===== config.mk =====
export PLATFORM = sky130hd
export DESIGN_NAME = line_follower_pd_steering_top_flat
export DESIGN_NICKNAME = d
export VERILOG_FILES = /design/src/hdl/lfps_pkg.sv /design/src/hdl/lfps_if.sv /design/src/hdl/line_follower_pd_steering_top.sv /design/src/flat_wrapper.sv
export SDC_FILE = /design/constraint.sdc
export NUM_CORES = 1
export LEC_CHECK = 0
export BUFFER_PORTS_ARGS = -buffer_cell sky130_fd_sc_hd__buf_2
export CAP_MARGIN = 20
export CORE_ASPECT_RATIO = 0.7
export CORE_MARGIN = 2
export CORE_UTILIZATION = 63
export DETAILED_ROUTE_END_ITERATION = 6
export PLACE_DENSITY = 0.82
export SKIP_CTS_REPAIR_TIMING = 1
export SLEW_MARGIN = 30
export SYNTH_ARGS = -nofsm -noshare
export SYNTH_HDL_FRONTEND = slang
export SYNTH_SLANG_ARGS = --single-unit
export TNS_END_PERCENT = 30

===== constraint.sdc =====
create_clock -name clock -period 11.7 [get_ports clock]
set_input_delay 2.34 -clock clock [delete_from_list [all_inputs] [get_ports clock]]
set_output_delay 2.34 -clock clock [all_outputs]
set_load 0.01 [all_outputs]

===== src/hdl/lfps_pkg.sv =====
// Shared types, constants and position lookup for the line follower PD steering block.
`timescale 1ns / 1ps

package lfps_pkg;

   localparam int CSR_IDX_W  = 2;
   localparam int CSR_DATA_W = 16;
   localparam int GAIN_W     = 16;
   localparam int POS_W      = 4;
   localparam int LINE_W     = 4;

   typedef logic [CSR_IDX_W-1:0]  csr_idx_type;
   typedef logic [CSR_DATA_W-1:0] csr_data_type;
   typedef logic [GAIN_W-1:0]     gain_type;
   typedef logic signed [POS_W-1:0] pos_type;
   typedef logic [LINE_W-1:0]     line_type;

   // configuration register indexes
   localparam csr_idx_type CSR_BASE_SPEED = 2'd0;
   localparam csr_idx_type CSR_PROP_GAIN  = 2'd1;
   localparam csr_idx_type CSR_DERIV_GAIN = 2'd2;
   localparam csr_idx_type CSR_PWM_MAX    = 2'd3;

   localparam logic [15:0] RST_BASE_SPEED = 16'd265;
   localparam gain_type    RST_PROP_GAIN  = 16'd3840;
   localparam gain_type    RST_DERIV_GAIN = 16'd794;
   localparam logic [15:0] RST_PWM_MAX    = 16'd399;

   // fixed motor pairs
   localparam logic [15:0] PWM_VEER_LOW  = 16'd230;
   localparam logic [15:0] PWM_VEER_HIGH = 16'd290;
   localparam logic [15:0] PWM_STRAIGHT  = 16'd260;

   typedef enum logic [1:0] {
      MODE_PD       = 2'd0,
      MODE_VEER_A   = 2'd1,
      MODE_VEER_B   = 2'd2,
      MODE_STRAIGHT = 2'd3
   } steer_mode_type;

   // line sensor patterns
   localparam line_type PAT_CENTER   = 4'b0110;
   localparam line_type PAT_LEFT_1   = 4'b0100;
   localparam line_type PAT_RIGHT_1  = 4'b0010;
   localparam line_type PAT_LEFT_3   = 4'b1100;
   localparam line_type PAT_RIGHT_3  = 4'b0011;
   localparam line_type PAT_LEFT_4   = 4'b1110;
   localparam line_type PAT_RIGHT_4  = 4'b0111;
   localparam line_type PAT_LEFT_6   = 4'b1000;
   localparam line_type PAT_RIGHT_6  = 4'b0001;

   // unknown patterns keep the previous position
   function automatic pos_type map_position(line_type bits, logic hold, pos_type keep);
      pos_type pos;
      case (bits)
         PAT_CENTER:  pos = 4'sd0;
         PAT_LEFT_1:  pos = 4'sd1;
         PAT_RIGHT_1: pos = -4'sd1;
         PAT_LEFT_3:  pos = 4'sd3;
         PAT_RIGHT_3: pos = hold ? 4'sd0 : -4'sd3;
         PAT_LEFT_4:  pos = 4'sd4;
         PAT_RIGHT_4: pos = hold ? 4'sd0 : -4'sd4;
         PAT_LEFT_6:  pos = 4'sd6;
         PAT_RIGHT_6: pos = -4'sd6;
         default:     pos = keep;
      endcase
      return pos;
   endfunction

endpackage


===== src/hdl/lfps_if.sv =====
// Handshake channel interfaces for sensor items, motor results and register writes.
`timescale 1ns / 1ps

interface lfps_req_if
   import lfps_pkg::*;
();
   logic     valid;
   logic     ready;
   line_type line_bits;
   logic     side_sensor_a;
   logic     side_sensor_b;
   logic     junction_hold;

   modport source (output valid, line_bits, side_sensor_a, side_sensor_b, junction_hold,
                   input ready);
   modport sink   (input valid, line_bits, side_sensor_a, side_sensor_b, junction_hold,
                   output ready);
endinterface

interface lfps_rsp_if #(
   parameter int PWM_BITS = 10
);
   logic                valid;
   logic                ready;
   logic [PWM_BITS-1:0] motor_a_pwm;
   logic [PWM_BITS-1:0] motor_b_pwm;
   logic [1:0]          steer_mode;

   modport source (output valid, motor_a_pwm, motor_b_pwm, steer_mode, input ready);
   modport sink   (input valid, motor_a_pwm, motor_b_pwm, steer_mode, output ready);
endinterface

interface lfps_csr_if
   import lfps_pkg::*;
();
   logic         valid;
   logic         ready;
   csr_idx_type  index;
   csr_data_type data;

   modport source (output valid, index, data, input ready);
   modport sink   (input valid, index, data, output ready);
endinterface


===== src/hdl/line_follower_pd_steering_top.sv =====
// Line follower PD steering: sample register, PD motor math or fixed motor pairs, result register.
// An accepted item is held in the sample register and then in the result register,
// from which rsp takes it; a stall on rsp ready can hold it in either register.
// Throughput: one item per cycle; an input register and a result register
// separate the two channels, so a full pipeline stalls only on rsp ready.
// Reset (synchronous, active high) empties both stages, clears the stored
// position and loads the default gains, base speed and pwm limit.
`timescale 1ns / 1ps

module line_follower_pd_steering_top
   import lfps_pkg::*;
#(
   parameter int PWM_BITS = 10
) (
   input logic      clock,
   input logic      reset,
   lfps_req_if.sink req_if,
   lfps_rsp_if.source rsp_if,
   lfps_csr_if.sink csr_if
);

   localparam int CTL_W = 23;
   localparam int SUM_W = ((PWM_BITS + 9 > CTL_W) ? PWM_BITS + 9 : CTL_W) + 1;

   // configuration registers
   logic [PWM_BITS-1:0] base_speed_ff;
   gain_type            prop_gain_ff;
   gain_type            deriv_gain_ff;
   logic [PWM_BITS-1:0] pwm_max_ff;

   assign csr_if.ready = 1'b1;

   always_ff @(posedge clock) begin
      if (reset) begin
         base_speed_ff <= RST_BASE_SPEED[PWM_BITS-1:0];
         prop_gain_ff  <= RST_PROP_GAIN;
         deriv_gain_ff <= RST_DERIV_GAIN;
         pwm_max_ff    <= RST_PWM_MAX[PWM_BITS-1:0];
      end else if (csr_if.valid) begin
         unique case (csr_if.index)
            CSR_BASE_SPEED: base_speed_ff <= csr_if.data[PWM_BITS-1:0];
            CSR_PROP_GAIN:  prop_gain_ff  <= csr_if.data;
            CSR_DERIV_GAIN: deriv_gain_ff <= csr_if.data;
            CSR_PWM_MAX:    pwm_max_ff    <= csr_if.data[PWM_BITS-1:0];
            default: ;
         endcase
      end
   end

   // pipeline control
   logic s1_valid_ff, s1_valid_in;
   logic rsp_valid_ff, rsp_valid_in;
   logic out_free, s1_adv, req_acc;

   assign out_free     = !rsp_valid_ff || rsp_if.ready;
   assign s1_adv       = s1_valid_ff && out_free;
   assign req_if.ready = !s1_valid_ff || out_free;
   assign req_acc      = req_if.valid && req_if.ready;

   always_comb begin
      s1_valid_in = req_acc ? 1'b1 : (s1_adv ? 1'b0 : s1_valid_ff);
      rsp_valid_in = s1_adv ? 1'b1 : (rsp_if.ready ? 1'b0 : rsp_valid_ff);
   end

   always_ff @(posedge clock) begin
      if (reset) begin
         s1_valid_ff  <= 1'b0;
         rsp_valid_ff <= 1'b0;
      end else begin
         s1_valid_ff  <= s1_valid_in;
         rsp_valid_ff <= rsp_valid_in;
      end
   end

   // sample register
   line_type s1_line_ff;
   logic     s1_side_a_ff, s1_side_b_ff, s1_hold_ff;

   always_ff @(posedge clock) begin
      if (req_acc) begin
         s1_line_ff   <= req_if.line_bits;
         s1_side_a_ff <= req_if.side_sensor_a;
         s1_side_b_ff <= req_if.side_sensor_b;
         s1_hold_ff   <= req_if.junction_hold;
      end
   end

   // PD math
   pos_type                 last_pos_ff, last_pos_in;
   pos_type                 pos;
   logic signed [4:0]       err;
   logic signed [20:0]      p_term;
   logic signed [21:0]      d_term;
   logic signed [CTL_W-1:0] ctl;
   logic signed [SUM_W-1:0] base_x256, sum_a, sum_b;
   logic [PWM_BITS-1:0]     pd_a, pd_b;
   steer_mode_type          mode;
   logic [PWM_BITS-1:0]     mot_a, mot_b;

   function automatic logic [PWM_BITS-1:0] saturate(logic signed [SUM_W-1:0] val,
                                                    logic [PWM_BITS-1:0] lim);
      logic [SUM_W-9:0] whole;
      logic [PWM_BITS-1:0] res;
      // for val > 0 the shift truncates toward zero; zero and negative sums give 0
      whole = val[SUM_W-1:8];
      if (val[SUM_W-1] || val == '0)
         res = '0;
      else if (whole > {{(SUM_W-8-PWM_BITS){1'b0}}, lim})
         res = lim;
      else
         res = whole[PWM_BITS-1:0];
      return res;
   endfunction

   always_comb begin
      pos       = map_position(s1_line_ff, s1_hold_ff, last_pos_ff);
      err       = {last_pos_ff[POS_W-1], last_pos_ff} - {pos[POS_W-1], pos};
      p_term    = 21'(pos) * 21'($signed({1'b0, prop_gain_ff}));
      d_term    = 22'($signed({1'b0, deriv_gain_ff})) * 22'(err);
      ctl       = CTL_W'(p_term) - CTL_W'(d_term);
      base_x256 = $signed({{(SUM_W-PWM_BITS-8){1'b0}}, base_speed_ff, 8'b0});
      sum_a     = base_x256 - SUM_W'(ctl);
      sum_b     = base_x256 + SUM_W'(ctl);
      pd_a      = saturate(sum_a, pwm_max_ff);
      pd_b      = saturate(sum_b, pwm_max_ff);
   end

   always_comb begin
      last_pos_in = last_pos_ff;
      if (s1_side_a_ff && !s1_side_b_ff) begin
         mode  = MODE_VEER_A;
         mot_a = PWM_VEER_LOW[PWM_BITS-1:0];
         mot_b = PWM_VEER_HIGH[PWM_BITS-1:0];
      end else if (s1_side_b_ff && !s1_side_a_ff) begin
         mode  = MODE_VEER_B;
         mot_a = PWM_VEER_HIGH[PWM_BITS-1:0];
         mot_b = PWM_VEER_LOW[PWM_BITS-1:0];
      end else if (!s1_side_a_ff && !s1_side_b_ff) begin
         mode  = MODE_STRAIGHT;
         mot_a = PWM_STRAIGHT[PWM_BITS-1:0];
         mot_b = PWM_STRAIGHT[PWM_BITS-1:0];
      end else begin
         mode  = MODE_PD;
         mot_a = pd_a;
         mot_b = pd_b;
         if (s1_adv)
            last_pos_in = pos;
      end
   end

   always_ff @(posedge clock) begin
      if (reset)
         last_pos_ff <= '0;
      else
         last_pos_ff <= last_pos_in;
   end

   // result register
   logic [PWM_BITS-1:0] rsp_a_ff, rsp_b_ff;
   steer_mode_type      rsp_mode_ff;

   always_ff @(posedge clock) begin
      if (s1_adv) begin
         rsp_a_ff    <= mot_a;
         rsp_b_ff    <= mot_b;
         rsp_mode_ff <= mode;
      end
   end

   assign rsp_if.valid       = rsp_valid_ff;
   assign rsp_if.motor_a_pwm = rsp_a_ff;
   assign rsp_if.motor_b_pwm = rsp_b_ff;
   assign rsp_if.steer_mode  = rsp_mode_ff;

   // checks
   a_pd_limit: assert property (@(posedge clock) disable iff (reset)
      rsp_valid_ff && rsp_mode_ff == MODE_PD |->
         rsp_a_ff <= pwm_max_ff && rsp_b_ff <= pwm_max_ff)
      else $error("PD motor value above pwm limit");

   a_pos_range: assert property (@(posedge clock) disable iff (reset)
      last_pos_ff >= -4'sd6 && last_pos_ff <= 4'sd6)
      else $error("stored position out of range");

   a_stage_hold: assert property (@(posedge clock) disable iff (reset)
      s1_valid_ff && !out_free |=> s1_valid_ff && $stable(s1_line_ff))
      else $error("stalled sample lost");

   a_accept_fill: assert property (@(posedge clock) disable iff (reset)
      req_acc |=> s1_valid_ff)
      else $error("accepted item not held in sample stage");

   a_pos_only_pd: assert property (@(posedge clock) disable iff (reset)
      !(s1_adv && mode == MODE_PD) |=> $stable(last_pos_ff))
      else $error("position changed outside a PD step");

endmodule

===== src/flat_wrapper.sv =====
// flat-port wrapper written by rule: the top's interface ports become plain ports
module line_follower_pd_steering_top_flat import lfps_pkg::*;
#(
   parameter int PWM_BITS = 10
)
  (clock, reset, req_if_valid, req_if_line_bits, req_if_side_sensor_a, req_if_side_sensor_b, req_if_junction_hold, req_if_ready, rsp_if_valid, rsp_if_motor_a_pwm, rsp_if_motor_b_pwm, rsp_if_steer_mode, rsp_if_ready, csr_if_valid, csr_if_index, csr_if_data, csr_if_ready);
  lfps_req_if req_if_i ();
  lfps_rsp_if #(.PWM_BITS(PWM_BITS)) rsp_if_i ();
  lfps_csr_if csr_if_i ();
  input logic clock;
  input logic reset;
  input wire logic [$bits(req_if_i.valid)-1:0] req_if_valid;
  input wire logic [$bits(req_if_i.line_bits)-1:0] req_if_line_bits;
  input wire logic [$bits(req_if_i.side_sensor_a)-1:0] req_if_side_sensor_a;
  input wire logic [$bits(req_if_i.side_sensor_b)-1:0] req_if_side_sensor_b;
  input wire logic [$bits(req_if_i.junction_hold)-1:0] req_if_junction_hold;
  output wire logic [$bits(req_if_i.ready)-1:0] req_if_ready;
  output wire logic [$bits(rsp_if_i.valid)-1:0] rsp_if_valid;
  output wire logic [$bits(rsp_if_i.motor_a_pwm)-1:0] rsp_if_motor_a_pwm;
  output wire logic [$bits(rsp_if_i.motor_b_pwm)-1:0] rsp_if_motor_b_pwm;
  output wire logic [$bits(rsp_if_i.steer_mode)-1:0] rsp_if_steer_mode;
  input wire logic [$bits(rsp_if_i.ready)-1:0] rsp_if_ready;
  input wire logic [$bits(csr_if_i.valid)-1:0] csr_if_valid;
  input wire logic [$bits(csr_if_i.index)-1:0] csr_if_index;
  input wire logic [$bits(csr_if_i.data)-1:0] csr_if_data;
  output wire logic [$bits(csr_if_i.ready)-1:0] csr_if_ready;
  assign req_if_i.valid = req_if_valid;
  assign req_if_i.line_bits = req_if_line_bits;
  assign req_if_i.side_sensor_a = req_if_side_sensor_a;
  assign req_if_i.side_sensor_b = req_if_side_sensor_b;
  assign req_if_i.junction_hold = req_if_junction_hold;
  assign req_if_ready = req_if_i.ready;
  assign rsp_if_valid = rsp_if_i.valid;
  assign rsp_if_motor_a_pwm = rsp_if_i.motor_a_pwm;
  assign rsp_if_motor_b_pwm = rsp_if_i.motor_b_pwm;
  assign rsp_if_steer_mode = rsp_if_i.steer_mode;
  assign rsp_if_i.ready = rsp_if_ready;
  assign csr_if_i.valid = csr_if_valid;
  assign csr_if_i.index = csr_if_index;
  assign csr_if_i.data = csr_if_data;
  assign csr_if_ready = csr_if_i.ready;
  line_follower_pd_steering_top #(.PWM_BITS(PWM_BITS)) u_core (.clock(clock), .reset(reset), .req_if(req_if_i), .rsp_if(rsp_if_i), .csr_if(csr_if_i));
endmodule

==> summary.txt <==
Final layout
  • Diode count: 0
  • Layout cells sized above 1: approximately 11%
  • Layout fillers: 1,382
  • Total Nets Final: about 1,500
  • P&R area growth vs syn: 6.91%
  • Final Cell Area: roughly 0.012 mm2

Global route
  • Initial antenna violation count: 0
  • Global route overflow: 0
  • Vias in the first global route: between 8,000 and 9,000
  • Tot GR Track Use: between 30% and 40%
  • Largest net degree at the start of global routing: 59
  • First-pass GRT wire length: ~46 mm

Min path
  • Hold EP: u_core.base_speed_ff[9]$_SDFFE_PP0P_
  • Min-Delay Path Class: flip-flop to flip-flop
  • Hold Path Origin: u_core.base_speed_ff[9]$_SDFFE_PP0P_
  • Min-Delay Path Depth: 2

Detailed routing
  • Remaining DRCs: 0
  • First DRT Iteration DRCs: between 800 and 900
  • Antenna Nets Post-Route: 0
  • Vias: about 9,000
  • Drt pass-1 iters: 5
  • Post-DR vias/cell: between 5 and 6
  • Drt wl/cell: approximately 19 um
  • DRT Wirelength: about 28 mm

Critical path
  • Worst setup SP type: flip-flop
  • Reg2reg path depth: 36
  • Worst setup path startpoint: u_core.s1_line_ff[1]$_DFFE_PP_
  • Critical path class: flip-flop to flip-flop
  • Crit path top cell by count: fa_1
  • Reg2Reg Launch Point: u_core.s1_line_ff[1]$_DFFE_PP_
  • Worst-path fanout max: 11
  • Critical path required time: 11.81 ns
  • Slowest-stage cell, CP: fa_1
  • Critical Path End Type: flip-flop
  • R2R setup slack: 0.74 ns
  • Crit path arrival time: approximately 11 ns
  • CP max stage delay: between 0.8 and 0.9 ns
  • RR Endpoint: u_core.rsp_if.motor_a_pwm[1]$_SDFFCE_PN1P_

Synth
  • Synth warn: 0
  • Post-synth top area cell: fa_1
  • Top cell type's share of synthesized area: between 20% and 30%
  • Mapped cell area: between 0.01 and 0.015 mm2
  • Cell count after synthesis: ~1,200
  • Synth cell types: 84
  • Syn avg cell area: 8.77 um2
  • Synth cell count leaders: 161 x inv_1, 158 x nand2_1, 116 x ha_1, 112 x fa_1, 79 x a21oi_1
  • Ys flop type: dfxtp_1
  • Syn_nets: approximately 1,500
  • Sequential share of the synthesized area: 18.6%
  • Synth top area cells: fa_1 21%, ha_1 13%, dfxtp_1 11%, edfxtp_1 8.0%, inv_1 5.5%
  • Post-synth EDFFs: 29
  • Synth Register Bits: 87
  • Count leader, synth: inv_1
  • Ys async rst share: 0%

CTS
  • CTS Sinks: between 80 and 90
  • Num CTS Buffers: 9
  • Clock transition at path regs: 0.08 ns
  • CTS tree: yes
  • Clock Latency Late Sink: roughly 0.37 ns
  • # H-tree levels: 3
  • CTS Buffer Depth: 2
  • Clock Tree Root: clkbuf_16

Flow run
  • Max cap viols: 0

STA
  • Fin. max-slew vios: 0
  • Highest clock rate: 0.0912 GHz
  • Final Hold Viols: 0
  • Slew HR: between 30% and 40%
  • Final Critical Period: about 11 ns
  • Clock Skews: approximately 0.015 ns
  • Finish-stage setup viols: 0
  • Final period utilization: 93.7%
  • RSZ-0062 raised after global routing: no
  • Setup TNS: 0 ns
  • Least-Margin Pin Slew: about 0.99 ns

Die
  • Starting density of the core: a little under two thirds
  • I/O Pins: 55
  • Row count: 40
  • Die ar.: 0.0184 mm2
  • Die Height: approximately 110 um
  • Core Region: 0.0171 mm2
  • Overall die width: about 160 um

Placement
  • Port Buffers: 53
  • Dpl hpwl: around 23 mm
  • Gp weighted congestion: roughly 0.98
  • Area post-placement: roughly 0.011 mm2

Status
  • Status: complete, no violations
## kinds of logic after synthesis
kind of cell	after synthesis	synth area share, %
fa+ha+maj	228	33.9
compound gates	220	14.1
simple gates	440	20.7
xor+xnor	33	2.72
other cells	1	0.0344
mux	25	2.31
flops	87	18.6
buf+inv	208	7.58
## registers in the layout, summed over array words and instances, names as in the netlist
| signal | count |
|---|---|
| u_core.s1_hold_ff | 1 |
| u_core.rsp_if.valid | 1 |
| u_core.rsp_if.steer_mode | 2 |
| u_core.pwm_max_ff | 10 |
| u_core.last_pos_ff | 4 |
| u_core.prop_gain_ff | 16 |
| u_core.deriv_gain_ff | 16 |
| u_core.rsp_if.motor_a_pwm | 10 |
| u_core.s1_side_b_ff | 1 |
| u_core.s1_side_a_ff | 1 |
| u_core.s1_line_ff | 4 |
| u_core.s1_valid_ff | 1 |
| u_core.rsp_if.motor_b_pwm | 10 |
| u_core.base_speed_ff | 10 |
## stage by stage
stage / setup WS, ns / std cells / hold slack [ns] / utilization (%)
final: 0.737 / 1507 / 0.490 / 68.3
after global routing: 0.153 / 1507 / 0.530 / 68.3
after CTS: 0.680 / 1507 / 0.491 / 68.2
after detailed placement: 0.788 / 1491 / 0.479 / 66.4
after global placement: 0.712 / 1491 / 0.470 / 66.4
after floorplan: 1.53 / 1242 / 0.457 / -
## layer usage
metal	wire length, um	share of wire (%)	vias up	GRT usage (%)
met2	12000	43	366	48.0
li1	-	-	4193	-
met1	13000	46	4406	47.2
met3	2660	9.4	49	8.36
met5	0	0	-	0
met4	587	2.1	0	8.45
## cell usage in the layout (no fill, tap or decap), drive strengths merged, types with 11 or more instances in the layout
cell    count
and2       51
nand2b     24
buf        65
or2        21
mux2i      24
edfxtp     29
xnor2      23
a211o      11
o31ai      12
nor2       63
nor3       12
nand3b     17
dfxtp      58
inv       165
nor2b      30
o21ai      36
a21oi      79
nand3      16
nand2     159
ha        116
fa        112
## layout make-up
class	count	area [um2]	area share (%)
multi-input cells	947	8060	69.2
clock buffers	9	225	1.93
inverters	161	604	5.19
repair buffers	65	358	3.07
clock inverters	7	81.3	0.698
well taps	231	289	2.48
flip-flops and latches	87	2030	17.4
## how the worst max path moves through the flow
stage	slack [ns]	endpoint	cells after the start
2_1_floorplan	1.53	u_core.rsp_if.motor_a_pwm[8]$_SDFFCE_PP0P_	45
3_3_place_gp	0.71	u_core.rsp_if.motor_a_pwm[1]$_SDFFCE_PN1P_	36
3_5_place_dp	0.79	u_core.rsp_if.motor_a_pwm[1]$_SDFFCE_PN1P_	36
4_1_cts	0.68	u_core.rsp_if.motor_a_pwm[1]$_SDFFCE_PN1P_	36
5_1_grt	0.15	u_core.rsp_if.motor_a_pwm[2]$_SDFFCE_PP1P_	37
6_report	0.74	u_core.rsp_if.motor_a_pwm[1]$_SDFFCE_PN1P_	36
## worst max-delay path: cells and delay by family (launching register included)
| kind | cells | cell delay, ns |
|---|---|---|
| mux | 1 | 0.41 |
| simple gates | 6 | 1.29 |
| buf+inv | 2 | 0.11 |
| fa+ha+maj | 10 | 4.77 |
| flops | 1 | 0.52 |
| xor+xnor | 2 | 0.49 |
| compound gates | 15 | 3.09 |
Power is left out: the tool's default activity adds up to more than one toggle a clock period on the data nets, which glitch-free logic cannot reach.
